File: src/sv/rgfr_pkg.sv
// Package for read_group_flag_router: payload structs, codes and the
// controller/datapath command and status structs. No dependencies.
package rgfr_pkg;

  localparam int ResLimit = 16;
  localparam int IdxW     = 4;

  typedef struct packed {
    logic        is_paired;
    logic        is_secondary;
    logic        is_supplementary;
    logic        is_first_mate;
    logic        is_second_mate;
    logic        is_mapped;
    logic        is_reverse;
    logic        is_proper;
    logic [31:0] ref_id;
    logic        last_in_group;
  } in_item_t;

  typedef struct packed {
    logic [3:0] record_index;
    logic [2:0] destination;
    logic [3:0] error_code;
    logic       last_result;
  } out_item_t;

  typedef enum logic [2:0] {
    DEST_SINGLE     = 3'd0,
    DEST_ORPHAN     = 3'd1,
    DEST_SUPP       = 3'd2,
    DEST_UNMAPPED   = 3'd3,
    DEST_SPLIT      = 3'd4,
    DEST_SAMESTRAND = 3'd5,
    DEST_IMPROPER   = 3'd6,
    DEST_PROPER     = 3'd7
  } dest_t;

  typedef enum logic [3:0] {
    ERR_OK        = 4'd0,
    ERR_PAIRED    = 4'd1,
    ERR_MATE_BITS = 4'd2,
    ERR_R1_FIRST  = 4'd3,
    ERR_R2_FIRST  = 4'd4,
    ERR_R1_MULTI  = 4'd5,
    ERR_R2_MULTI  = 4'd6,
    ERR_R1_MAP    = 4'd7,
    ERR_R1_UNMAP  = 4'd8,
    ERR_R2_MAP    = 4'd9,
    ERR_R2_UNMAP  = 4'd10,
    ERR_PROPER    = 4'd11,
    ERR_SECONDARY = 4'd12,
    ERR_OVERFLOW  = 4'd13
  } err_t;

  // controller -> datapath
  typedef struct packed {
    logic            store;      // write input record, bump count
    logic            clear;      // group done
    logic            scan_clr;   // reset scan summary
    logic            scan_en;    // fold rd data into summary
    logic [IdxW-1:0] rd_idx;     // store read address
    logic            load_out;   // capture out item
    out_item_t       out_item;
  } dp_cmd_t;

  // datapath -> controller
  typedef struct packed {
    logic [4:0]  count;
    logic        overflow;
    logic [7:0]  rd_flags;       // flags of entry read last cycle
    logic [3:0]  err;            // summary verdict, valid after scan
    logic        unpaired;
    logic        orphan;
    logic [IdxW-1:0] r1_idx;
    logic [IdxW-1:0] r2_idx;
    logic [2:0]  pair_dest;
    logic        out_busy;
  } dp_sts_t;

  // flag byte positions, bit0 = paired
  localparam int FlPaired = 0;
  localparam int FlSec    = 1;
  localparam int FlSup    = 2;
  localparam int FlR1     = 3;
  localparam int FlR2     = 4;
  localparam int FlMap    = 5;
  localparam int FlRev    = 6;
  localparam int FlProp   = 7;

  function automatic logic [3:0] sort_key(input logic [7:0] f);
    sort_key = {~f[FlPaired], f[FlSec], f[FlSup], ~f[FlR1]};
  endfunction

endpackage

File: src/sv/rgfr_ram.sv
// Generic single-port-write, single-read RAM with registered read.
// No dependencies.
module rgfr_ram #(
  parameter int Width = 8,
  parameter int Depth = 16
) (
  input  logic                     clk,
  input  logic                     we,
  input  logic [$clog2(Depth)-1:0] waddr,
  input  logic [Width-1:0]         wdata,
  input  logic [$clog2(Depth)-1:0] raddr,
  output logic [Width-1:0]         rdata
);
  logic [Width-1:0] mem [Depth];

  always_ff @(posedge clk) begin
    if (we) mem[waddr] <= wdata;
    rdata <= mem[raddr];
  end
endmodule

File: src/sv/rgfr_dp.sv
// Datapath: group store RAM, count, overflow, scan summary and output register.
// Depends on rgfr_pkg and rgfr_ram.
module rgfr_dp
  import rgfr_pkg::*;
#(
  parameter int Capacity = 16
) (
  input  logic      clk,
  input  logic      rst_n,
  input  in_item_t  in_data,
  input  dp_cmd_t   cmd,
  input  logic      out_ready,
  output logic      out_valid,
  output out_item_t out_data,
  output dp_sts_t   sts
);
  logic [4:0]  count_r, count_nxt;
  logic        ovf_r, ovf_nxt;
  logic [39:0] rdata;
  logic [IdxW-1:0] rd_idx_r;

  rgfr_ram #(.Width(40), .Depth(ResLimit)) u_store (
    .clk  (clk),
    .we   (cmd.store && (count_r < 5'(Capacity))),
    .waddr(count_r[IdxW-1:0]),
    .wdata({in_data.ref_id, in_data.is_proper, in_data.is_reverse, in_data.is_mapped,
            in_data.is_second_mate, in_data.is_first_mate, in_data.is_supplementary,
            in_data.is_secondary, in_data.is_paired}),
    .raddr(cmd.rd_idx),
    .rdata(rdata)
  );

  wire [7:0]  f   = rdata[7:0];
  wire [31:0] rid = rdata[39:8];

  // scan summary over sorted order (controller feeds entries sorted)
  logic            first_r;
  logic            p0_r;
  logic [3:0]      err_r;
  logic            n1_r, n2_r;        // set when the first-seen r1/r2 is sup or secondary
  logic [1:0]      m1_r, m2_r;        // non-sup counts, saturating at 2
  logic [7:0]      f1_r, f2_r;
  logic [31:0]     id1_r, id2_r;
  logic [IdxW-1:0] i1_r, i2_r;
  logic            any1_r, any2_r;
  logic            sec1_r, sec2_r, map1_r, map2_r;

  always_ff @(posedge clk) begin
    rd_idx_r <= cmd.rd_idx;
    if (!rst_n || cmd.clear) begin
      count_r <= '0;
      ovf_r   <= 1'b0;
    end else begin
      count_r <= count_nxt;
      ovf_r   <= ovf_nxt;
    end
    if (cmd.scan_clr) begin
      first_r <= 1'b1;
      err_r   <= ERR_OK;
      any1_r  <= 1'b0;
      any2_r  <= 1'b0;
      m1_r    <= '0;
      m2_r    <= '0;
    end else if (cmd.scan_en) begin
      first_r <= 1'b0;
      if (first_r) p0_r <= f[FlPaired];
      // paired mismatch outranks a mate bit error seen earlier
      if (!first_r && (f[FlPaired] != p0_r)) err_r <= ERR_PAIRED;
      else if ((err_r == ERR_OK) && f[FlPaired] && (f[FlR1] == f[FlR2]))
        err_r <= ERR_MATE_BITS;
      if (f[FlPaired] && (f[FlR1] != f[FlR2])) begin
        if (f[FlR1]) begin
          any1_r <= 1'b1;
          if (!any1_r && (f[FlSup] || f[FlSec])) n1_r <= 1'b1;
          else if (!any1_r) n1_r <= 1'b0;
          if (!f[FlSup]) begin
            if (m1_r == 2'd0) begin
              f1_r <= f; id1_r <= rid; i1_r <= rd_idx_r;
            end
            if (m1_r != 2'd2) m1_r <= m1_r + 2'd1;
          end
        end else begin
          any2_r <= 1'b1;
          if (!any2_r && (f[FlSup] || f[FlSec])) n2_r <= 1'b1;
          else if (!any2_r) n2_r <= 1'b0;
          if (!f[FlSup]) begin
            if (m2_r == 2'd0) begin
              f2_r <= f; id2_r <= rid; i2_r <= rd_idx_r;
            end
            if (m2_r != 2'd2) m2_r <= m2_r + 2'd1;
          end
        end
      end
      // later non-sup entries of a class: secondary and map checks, in order
      if (f[FlPaired] && (f[FlR1] != f[FlR2]) && !f[FlSup]) begin
        if (f[FlR1] && m1_r != 2'd0) begin
          if (!f[FlSec]) sec1_r <= 1'b1;
          if (f[FlMap] != f1_r[FlMap]) map1_r <= 1'b1;
        end
        if (f[FlR2] && m2_r != 2'd0) begin
          if (!f[FlSec]) sec2_r <= 1'b1;
          if (f[FlMap] != f2_r[FlMap]) map2_r <= 1'b1;
        end
      end
    end
    if (cmd.scan_clr) begin
      sec1_r <= 1'b0; sec2_r <= 1'b0; map1_r <= 1'b0; map2_r <= 1'b0;
    end
  end

  always_comb begin
    count_nxt = count_r;
    ovf_nxt   = ovf_r;
    if (cmd.store) begin
      if (count_r < 5'(Capacity)) count_nxt = count_r + 5'd1;
      else ovf_nxt = 1'b1;
    end
  end

  // verdict, priority in check order
  logic [3:0] verdict;
  logic [2:0] pdest;
  always_comb begin
    pdest = DEST_PROPER;
    if (!f1_r[FlMap] || !f2_r[FlMap]) pdest = DEST_UNMAPPED;
    else if (id1_r != id2_r) pdest = DEST_SPLIT;
    else if (f1_r[FlRev] == f2_r[FlRev]) pdest = DEST_SAMESTRAND;
    else if (!f1_r[FlProp]) pdest = DEST_IMPROPER;
    verdict = ERR_OK;
    if (err_r != ERR_OK) verdict = err_r;
    else if (!p0_r || !any1_r || !any2_r) verdict = ERR_OK;
    else if (n1_r) verdict = ERR_R1_FIRST;
    else if (n2_r) verdict = ERR_R2_FIRST;
    else if (sec1_r) verdict = ERR_R1_MULTI;
    else if (sec2_r) verdict = ERR_R2_MULTI;
    else if (map1_r) verdict = ERR_R1_MAP;
    else if (m1_r == 2'd2 && !f1_r[FlMap]) verdict = ERR_R1_UNMAP;
    else if (map2_r) verdict = ERR_R2_MAP;
    else if (m2_r == 2'd2 && !f2_r[FlMap]) verdict = ERR_R2_UNMAP;
    else if (m1_r == 2'd1 && m2_r == 2'd1) begin
      if (f1_r[FlMap] && f2_r[FlMap] && id1_r == id2_r && f1_r[FlRev] != f2_r[FlRev]
          && f1_r[FlProp] != f2_r[FlProp]) verdict = ERR_PROPER;
    end else verdict = ERR_SECONDARY;
  end

  logic      ov_r;
  out_item_t od_r;
  always_ff @(posedge clk) begin
    if (!rst_n) ov_r <= 1'b0;
    else if (cmd.load_out) ov_r <= 1'b1;
    else if (out_ready) ov_r <= 1'b0;
    if (cmd.load_out) od_r <= cmd.out_item;
  end

  assign out_valid = ov_r;
  assign out_data  = od_r;

  always_comb begin
    sts.count     = count_r;
    sts.overflow  = ovf_r;
    sts.rd_flags  = f;
    sts.err       = verdict;
    sts.unpaired  = !p0_r;
    sts.orphan    = !any1_r || !any2_r;
    sts.r1_idx    = i1_r;
    sts.r2_idx    = i2_r;
    sts.pair_dest = pdest;
    sts.out_busy  = ov_r && !out_ready;
  end
endmodule

File: src/sv/rgfr_ctrl.sv
// Controller: load, stable sort by key value (16 key passes), scan, emit, pair.
// Depends on rgfr_pkg.
module rgfr_ctrl
  import rgfr_pkg::*;
(
  input  logic     clk,
  input  logic     rst_n,
  input  logic     in_valid,
  input  in_item_t in_data,
  output logic     in_ready,
  output dp_cmd_t  cmd,
  input  dp_sts_t  sts
);
  // Sorted order = for key 0..15, entries of that key in arrival order.
  // Each phase walks key x index; the RAM read is registered.
  // The supplementary pass takes all read 1 keys before the read 2 keys.
  typedef enum logic [2:0] {S_LOAD, S_SCAN, S_SCAN_END, S_EMIT, S_PAIR} state_t;
  typedef enum logic [1:0] {E_ALL, E_SUP} emode_t;

  state_t     state_r;
  logic [3:0] key_r;
  logic [4:0] idx_r;        // issued index, 0..count-1
  logic       pend_r;       // a read issued last cycle
  logic [3:0] pidx_r;
  logic [3:0] pkey_r;
  logic [4:0] emitted_r;
  emode_t     mode_r;
  logic       done_r;       // walk finished
  logic [1:0] pair_r;

  wire last_idx = (idx_r + 5'd1 >= sts.count);
  wire hit      = pend_r && (sort_key(sts.rd_flags) == pkey_r);
  wire is_sup   = sts.rd_flags[FlSup];
  wire [3:0] walk_key = (state_r == S_EMIT && mode_r == E_SUP) ? {key_r[2:0], key_r[3]}
                                                               : key_r;

  // walker stalls in EMIT while a read is pending and the output register is held
  wire stall = (state_r == S_EMIT) && pend_r && sts.out_busy;

  assign in_ready = (state_r == S_LOAD) && !sts.out_busy;

  always_comb begin
    cmd = '0;
    cmd.rd_idx = stall ? pidx_r : idx_r[3:0];
    cmd.store  = in_ready && in_valid;
    cmd.scan_en = (state_r == S_SCAN) && hit;
    if (state_r == S_LOAD && in_ready && in_valid && in_data.last_in_group)
      cmd.scan_clr = 1'b1;
    case (state_r)
      S_SCAN_END: begin
        if (sts.overflow || sts.err != ERR_OK) begin
          cmd.load_out = !sts.out_busy;
          cmd.out_item = '{4'd0, DEST_SINGLE,
                           sts.overflow ? ERR_OVERFLOW : sts.err, 1'b1};
          cmd.clear = cmd.load_out;
        end
      end
      S_EMIT: begin
        if (hit && !sts.out_busy) begin
          if (mode_r == E_ALL) begin
            cmd.load_out = 1'b1;
            cmd.out_item = '{pidx_r, sts.unpaired ? DEST_SINGLE : DEST_ORPHAN,
                             ERR_OK, emitted_r + 5'd1 == sts.count};
            cmd.clear = (emitted_r + 5'd1 == sts.count);
          end else if (is_sup && sts.rd_flags[FlPaired]) begin
            cmd.load_out = 1'b1;
            cmd.out_item = '{pidx_r, DEST_SUPP, ERR_OK, 1'b0};
          end
        end
      end
      S_PAIR: begin
        if (!sts.out_busy) begin
          cmd.load_out = 1'b1;
          cmd.out_item = '{pair_r == 2'd0 ? sts.r1_idx : sts.r2_idx, sts.pair_dest,
                           ERR_OK, pair_r != 2'd0};
          cmd.clear = pair_r != 2'd0;
        end
      end
      default: ;
    endcase
  end

  always_ff @(posedge clk) begin
    if (!rst_n) begin
      state_r <= S_LOAD;
      pend_r  <= 1'b0;
      key_r   <= '0;
      idx_r   <= '0;
      done_r  <= 1'b0;
      emitted_r <= '0;
      mode_r  <= E_ALL;
      pair_r  <= '0;
    end else begin
      case (state_r)
        S_LOAD: begin
          if (in_ready && in_valid && in_data.last_in_group) begin
            state_r <= S_SCAN;
            key_r <= '0; idx_r <= '0; pend_r <= 1'b0; done_r <= 1'b0;
          end
        end
        S_SCAN, S_EMIT: begin
          if (!stall) begin
            if (state_r == S_EMIT && cmd.load_out) emitted_r <= emitted_r + 5'd1;
            pend_r <= !done_r && (sts.count != 5'd0);
            pidx_r <= idx_r[3:0];
            pkey_r <= walk_key;
            if (!done_r) begin
              if (last_idx || sts.count == 5'd0) begin
                idx_r <= '0;
                key_r <= key_r + 4'd1;
                if (key_r == 4'd15 || sts.count == 5'd0) done_r <= 1'b1;
              end else idx_r <= idx_r + 5'd1;
            end else begin
              if (!pend_r) begin
                if (state_r == S_SCAN) state_r <= S_SCAN_END;
                else if (mode_r == E_SUP) begin state_r <= S_PAIR; pair_r <= '0; end
                else begin state_r <= S_LOAD; end
              end
            end
          end
        end
        S_SCAN_END: begin
          key_r <= '0; idx_r <= '0; pend_r <= 1'b0; done_r <= 1'b0;
          emitted_r <= '0;
          if (sts.overflow || sts.err != ERR_OK) begin
            if (!sts.out_busy) state_r <= S_LOAD;
          end else if (sts.count == 5'd0) begin
            state_r <= S_LOAD;
          end else begin
            mode_r <= (sts.unpaired || sts.orphan) ? E_ALL : E_SUP;
            state_r <= S_EMIT;
          end
        end
        S_PAIR: begin
          if (!sts.out_busy) begin
            pair_r <= pair_r + 2'd1;
            if (pair_r != 2'd0) state_r <= S_LOAD;
          end
        end
        default: state_r <= S_LOAD;
      endcase
    end
  end
endmodule

File: src/sv/read_group_flag_router.sv
// Top level of the read group flag router.
// Depends on rgfr_pkg, rgfr_ctrl, rgfr_dp.
//
//  channel | ports                        | carries
//  in      | in_valid in_ready in_data    | one record (flags, ref_id, last)
//  out     | out_valid out_ready out_data | one routed record or group error
//
// Records load one per cycle while in_ready is high (LOAD state, output not held).
// After the last record of n, the check scan walks 16 key passes of n reads,
// then come the verdict state, the routing walk and, for a paired group, the two
// pair results; an error ends the group after the verdict. Reset clears control
// only; the store needs no clearing. A held output stalls the walker and the input.
module read_group_flag_router
  import rgfr_pkg::*;
#(
  parameter int MAX_GROUP = 16
) (
  input  logic      clk,
  input  logic      rst_n,
  input  logic      in_valid,
  output logic      in_ready,
  input  in_item_t  in_data,
  output logic      out_valid,
  input  logic      out_ready,
  output out_item_t out_data
);
  localparam int Capacity = (MAX_GROUP < ResLimit) ? MAX_GROUP : ResLimit;

  dp_cmd_t cmd;
  dp_sts_t sts;

  rgfr_ctrl u_ctrl (
    .clk(clk), .rst_n(rst_n), .in_valid(in_valid), .in_data(in_data),
    .in_ready(in_ready), .cmd(cmd), .sts(sts)
  );

  rgfr_dp #(.Capacity(Capacity)) u_dp (
    .clk(clk), .rst_n(rst_n), .in_data(in_data), .cmd(cmd),
    .out_ready(out_ready), .out_valid(out_valid), .out_data(out_data), .sts(sts)
  );
endmodule

File: config.mk
export PLATFORM = sky130hd
export DESIGN_NAME = read_group_flag_router
export DESIGN_NICKNAME = d
export VERILOG_FILES = /design/src/sv/rgfr_pkg.sv /design/src/sv/rgfr_ram.sv /design/src/sv/rgfr_dp.sv /design/src/sv/rgfr_ctrl.sv /design/src/sv/read_group_flag_router.sv
export SDC_FILE = /design/constraint.sdc
export NUM_CORES = 1
export LEC_CHECK = 0
export ABC_AREA = 1
export BUFFER_PORTS_ARGS = -buffer_cell sky130_fd_sc_hd__buf_2
export CORE_UTILIZATION = 50
export DETAILED_ROUTE_END_ITERATION = 10
export PLACE_DENSITY_LB_ADDON = 0.12
export SETUP_SLACK_MARGIN = 0.2
export SLEW_MARGIN = 20
export SYNTH_ARGS = -nofsm -noshare
export SYNTH_HDL_FRONTEND = slang
export SYNTH_HIERARCHICAL = 1
export SYNTH_SLANG_ARGS = --single-unit
File: constraint.sdc
create_clock -name clk -period 9.9 [get_ports clk]
set_clock_uncertainty 0.1 [all_clocks]
set_input_delay 1.98 -clock clk [delete_from_list [all_inputs] [get_ports clk]]
set_output_delay 1.98 -clock clk [all_outputs]
set_load 0.005 [all_outputs]
Word level (Yosys, flattened, before mapping):

Memory sizes are Yosys's and may differ from the RTL's. A register that Yosys moved wholly into a read port is not among the register bits.
Index checks and enable logic that the tools add are counted.
W data, S select, Z words.

* register bits after elaboration: 156
* memory bits (writable): 640
* bits of input ports: 45
* output and inout port bits: 14
* word-level logic and storage cells: 274
* memories: 1

Memories
* u_dp.u_store.mem: words 16, bits a word 40, rd ports 1, clocked after memory_dff 1, wr ports 1, line rgfr_ram.sv:14 `logic [Width-1:0] mem [Depth];`

* $add $sub $neg: 7
* order comparisons: 2
* eq/ne operators: 38
* muxes and demuxes: 82
* bitwise logic cells: 9
* reductions and logical operators: 98

Operators by type and width (number)
* $mux W4: 22
* $mux W13: 5
* $mux W3: 13
* $pmux W13 S3: 1
* $logic_and A1 B1 Y1: 33
* $eq A32 B32 Y1: 1
* $ne A32 B32 Y1: 1
* $mux W5: 6
* $reduce_and A5 Y1: 5
* $reduce_and A3 Y1: 7
* $mux W1: 20
* $ne A2 B2 Y1 const B: 10
* $reduce_and A4 Y1: 5
* $add A5 B1 Y5 const B: 3
* $pmux W5 S3: 1
* $mux W2: 7
* $reduce_and A7 Y1: 2
* $reduce_bool A2 Y1: 7
* $pmux W3 S4: 1
* $pmux W4 S3: 1
* $reduce_and A6 Y1: 2
* $logic_not A1 Y1: 11
* $logic_or A1 B1 Y1: 10
* $ne A2 B1 Y1 const B: 5
* 28 further kinds: 57

Depth between registers and ports, before layout:

* depth after elaboration: 24
* mapped depth: 27
* depth with buffers taken out: 27

By module:

The synthesis kept the hierarchy.

Modules (own cells, without submodules)
* rgfr_ram: times used 1, cells an instance 2644, area each 28312.2 µm², sequential area each 20019.2 µm²
* rgfr_dp: times used 1, cells an instance 447, area each 4718.3 µm², sequential area each 3273.1 µm²
* rgfr_ctrl: times used 1, cells an instance 341, area each 2202.1 µm², sequential area each 680.7 µm²

Least setup slack after synthesis:

No wires, ideal clock.

* path type: input to register
* start: input port out_ready
* end: register u_dp.f2_r[5] (enable)
* setup time: 0.484 ns
* arrival time: 5.598 ns
* required time: 9.316 ns
* path slack: 3.718 ns
* stages on the path: 5
* path buffers: 0
* cell sequence: nor2_1 nor4_1 inv_1 nand2_1 nor3_1

RTL lines
* start, declared: line read_group_flag_router.sv:24 `input logic out_ready,`
* end signal, assigned: line rgfr_dp.sv:88 `f2_r <= f; id2_r <= rid; i2_r <= rd_idx_r;`
* end, declared: line rgfr_dp.sv:42 `logic [7:0] f1_r, f2_r;`

==> summary.txt <==
Status
  – Status: complete, no violations

Power
  – Sw frac: 23.9%
  – Max rail drop VDD: 0.134 mV
  – Pleak: 0.0165 uW
  – Switching pwr: 1940 uW
  – Reg power frac: 50.8%
  – Comb power frac: 9.1%
  – Internal Pwr Total: 6170 uW
  – Total power: 8110 uW
  – Clk network pwr share: 40.0%
  – Pwr per Cell Area: 207 nW/um2

Logic synthesis
  – Post-Syn Instances: 3,432
  – Post-Syn Area: 35,200 um2
  – Avg Cell Area, Syn: 10.3 um2
  – Sequential-to-total area share from yosys stat: 68.0%
  – Yosys top cell by area: edfxtp_1
  – Syn_nets: 3,493
  – YS warnings: 6
  – Post-synth top area share: 63.2%
  – Yosys reg bits: 827
  – Post-synth cell types: 42
  – Largest cells by area after synthesis: edfxtp_1 63%, nand2_1 11%, nand3_1 7.3%, inv_1 6.6%, dfxtp_1 4.9%

STA
  – Max Clock Freq: 186 MHz
  – Setup TNS: 0 ps
  – Fin crit period: 5380 ps
  – Worst Tran Pin Value: 1110 ps
  – Final Max Tran Viols: 0
  – RSZ-0062 raised after global routing: no
  – Fin. Hold Viols: 0
  – Final-report setup violation count: 0
  – Crit share post-route: 54.4%
  – Slew margin rel.: 25.9%

Clock network
  – Cts-stage hold buffer count: 0
  – Skew-Pair Late Insertion Delay: 630 ps
  – Root buf cell: clkbuf_16
  – CTS tree: built
  – Clock tree sinks: 827
  – Post-CTS setup buffers: 0
  – Bufs on Longest Clock Path: 3
  – Clock H-tree levels: 3
  – CTS clk-pin slew, worst paths: 60 ps
  – Total CTS buffers: 87
  – Post-CTS Resized: 0

Final layout
  – Most frequent cells in the layout: 1,034 x nand2_1, 741 x edfxtp_1, 621 x inv_1
  – Share of layout cells above drive strength 1: 7.47%
  – Area growth syn-to-layout: 11.2%
  – Most common cell after layout, fill and taps aside: nand2_1
  – Total Nets Final: 3,537

Route
  – Routed Antenna Nets: 0
  – Residual DRC count: 0
  – Detailed-route via count: 23,100
  – Iteration-0 DRC Markers: 2,196
  – Drt via density: 5.15
  – Pre-Repair DR Iteration Count: 5
  – Final wirelength: 83.9 mm
  – WL/cell: 18.7 um

Global routing
  – Initial antenna violation count: 6
  – Grt ovf: 0
  – Vias in the first global route: 22,200
  – First-pass GRT wire length: 129 mm
  – Largest net degree at the start of global routing: 232
  – GRT Overall Usage: 24.0%

Floorplan
  – Core Region: 69,200 um2
  – Initial core utilization: 50.9%
  – Total I/O pin count: 59
  – Die X: 267 um
  – Row count: 96
  – Die area: 71,500 um2
  – Die height: 267 um

Critical path
  – WS Path Type: input port to register
  – Crit path launch type: input port
  – Worst path arrival time: 5810 ps
  – Crit Path Max Fanout: 162
  – WP data required: 10,320 ps
  – Type of element capturing the critical path: register

Job
  – Max-Cap Viols: 0

Worst hold path
  – Hold Crit Class: register to register

Place
  – Placer Congestion: 0.862
  – # port buffers: 58
  – DP Wirelength: 43.4 mm
==> cell type report <==
cell class | instances | area, um2
Antenna cell | 1 | 2.50
Clock inverter | 28 | 344
Sequential cell | 827 | 24000
Tap cell | 931 | 1160
Fill cell | 5867 | 30000
Multi-Input combinational cell | 1842 | 8230
Timing Repair Buffer | 89 | 556
Clock buffer | 134 | 2530
Inverter | 629 | 2380
==> final timing paths <==
kind	startpoint	endpoint	slack, ps	cells after the start
worst max-delay path	out_ready	u_dp/u_store/rdata[11]	4520	14
worst min-delay path	u_dp/u_store/rdata[28]	u_dp/id2_r[20]	330	0
worst max register to register	u_dp/out_valid	u_dp/u_store/rdata[11]	5630	14
worst min register to register	u_dp/u_store/rdata[28]	u_dp/id2_r[20]	330	0
==> power by group through the flow <==
stage,logic (uW),registers (uW),clock network (uW)
3_3_place_gp,720,4190,0
4_1_cts,743,4120,3310
2_1_floorplan,502,4160,0
3_5_place_dp,741,4200,0
6_report,741,4120,3250
5_1_grt,836,4140,3460
==> per-stage QoR <==
| step | worst slack [ps] | cells | hold slack (ps) | area, um2 | utilization [%] |
|---|---|---|---|---|---|
| 6_report | 4520 | 4481 | 325 | 39200 | 56.6 |
| 5_1_grt | 4170 | 4481 | 333 | 39200 | 56.6 |
| 4_1_cts | 4500 | 4479 | 326 | 39100 | 56.6 |
| 3_5_place_dp | 3810 | 4317 | 311 | 36300 | 52.4 |
| 3_3_place_gp | 3920 | 4317 | 305 | 36300 | 52.4 |
| 2_1_floorplan | 3720 | 3432 | 304 | 35200 | - |
==> synth_stat cells <==
master and n:
clkbuf_8 1, a31oi_1 1, nor2_2 5, o21bai_1 1, nor3b_1 2, a21oi_1 33, and2_1 2, nor3_1 8
nand2_1 1036, and3_1 1, edfxtp_1 741, a41oi_1 1, xor2_1 12, inv_1 622, nand2_2 3, nand3_1 517
inv_2 4, nor3_2 2, nand3_4 1, xnor2_1 4, nand4_1 7, buf_6 23, inv_4 3, nor3_4 1
clkbuf_1 22, ha_1 16, dfxtp_1 86, o32ai_1 1, a311oi_1 1, nand2_4 3, nor4_1 4, buf_4 16
o31ai_1 3, nand4_2 2, nor2_1 141, nor2_4 2, o21ai_0 28, or2_2 2, buf_8 1, buf_2 56
buf_1 15, o21ai_1 2
==> metal layers <==
metal	vias to the layer above	track usage (%)	wire [um]
li1	11200	-	-
met3	150	3.34	4540
met1	11100	32.5	36300
met5	-	0	45
met4	6	6.56	1970
met2	649	40.5	41100
==> kinds of logic after synthesis <==
group / Yosys count / synth area share, %
AND/OR/NAND/NOR: 1739 / 20.8
flip-flops: 827 / 68.0
buffers and inverters: 763 / 9.07
AO/OA/AOI/OAI: 71 / 1.07
XOR/XNOR: 16 / 0.398
adder cells (fa/ha/maj): 16 / 0.568
==> flip-flops by register name, indices dropped and copies added, names as in the netlist, 2 cells and up <==
| signal | cells |
|---|---|
| u_dp/u_store/mem | 640 |
| u_dp/u_store/rdata | 40 |
| u_dp/id1_r | 32 |
| u_dp/id2_r | 32 |
| u_dp/out_data | 12 |
| u_ctrl/emitted_r | 5 |
| u_ctrl/idx_r | 5 |
| u_dp/count_r | 5 |
| u_ctrl/key_r | 4 |
| u_ctrl/pidx_r | 4 |
| u_ctrl/pkey_r | 4 |
| u_dp/i1_r | 4 |
| u_dp/i2_r | 4 |
| u_dp/rd_idx_r | 4 |
| u_ctrl/state_r | 3 |
| u_dp/f1_r | 3 |
| u_dp/f2_r | 3 |
| u_ctrl/pair_r | 2 |
| u_dp/err_r | 2 |
| u_dp/m1_r | 2 |
| u_dp/m2_r | 2 |
==> critical path, stage by stage <==
cell and delay, ps:
buf_2 100, nor2_1 530, nand3_4 200, inv_4 160, o21ai_4 70, buf_12 190
buf_16 300, inv_8 660, buf_4 870, nand2_1 140, nand3_1 130, nand3_1 110
nand3_1 130, nand2_1 60
No activity file was read; power rests on OpenSTA's default activity.
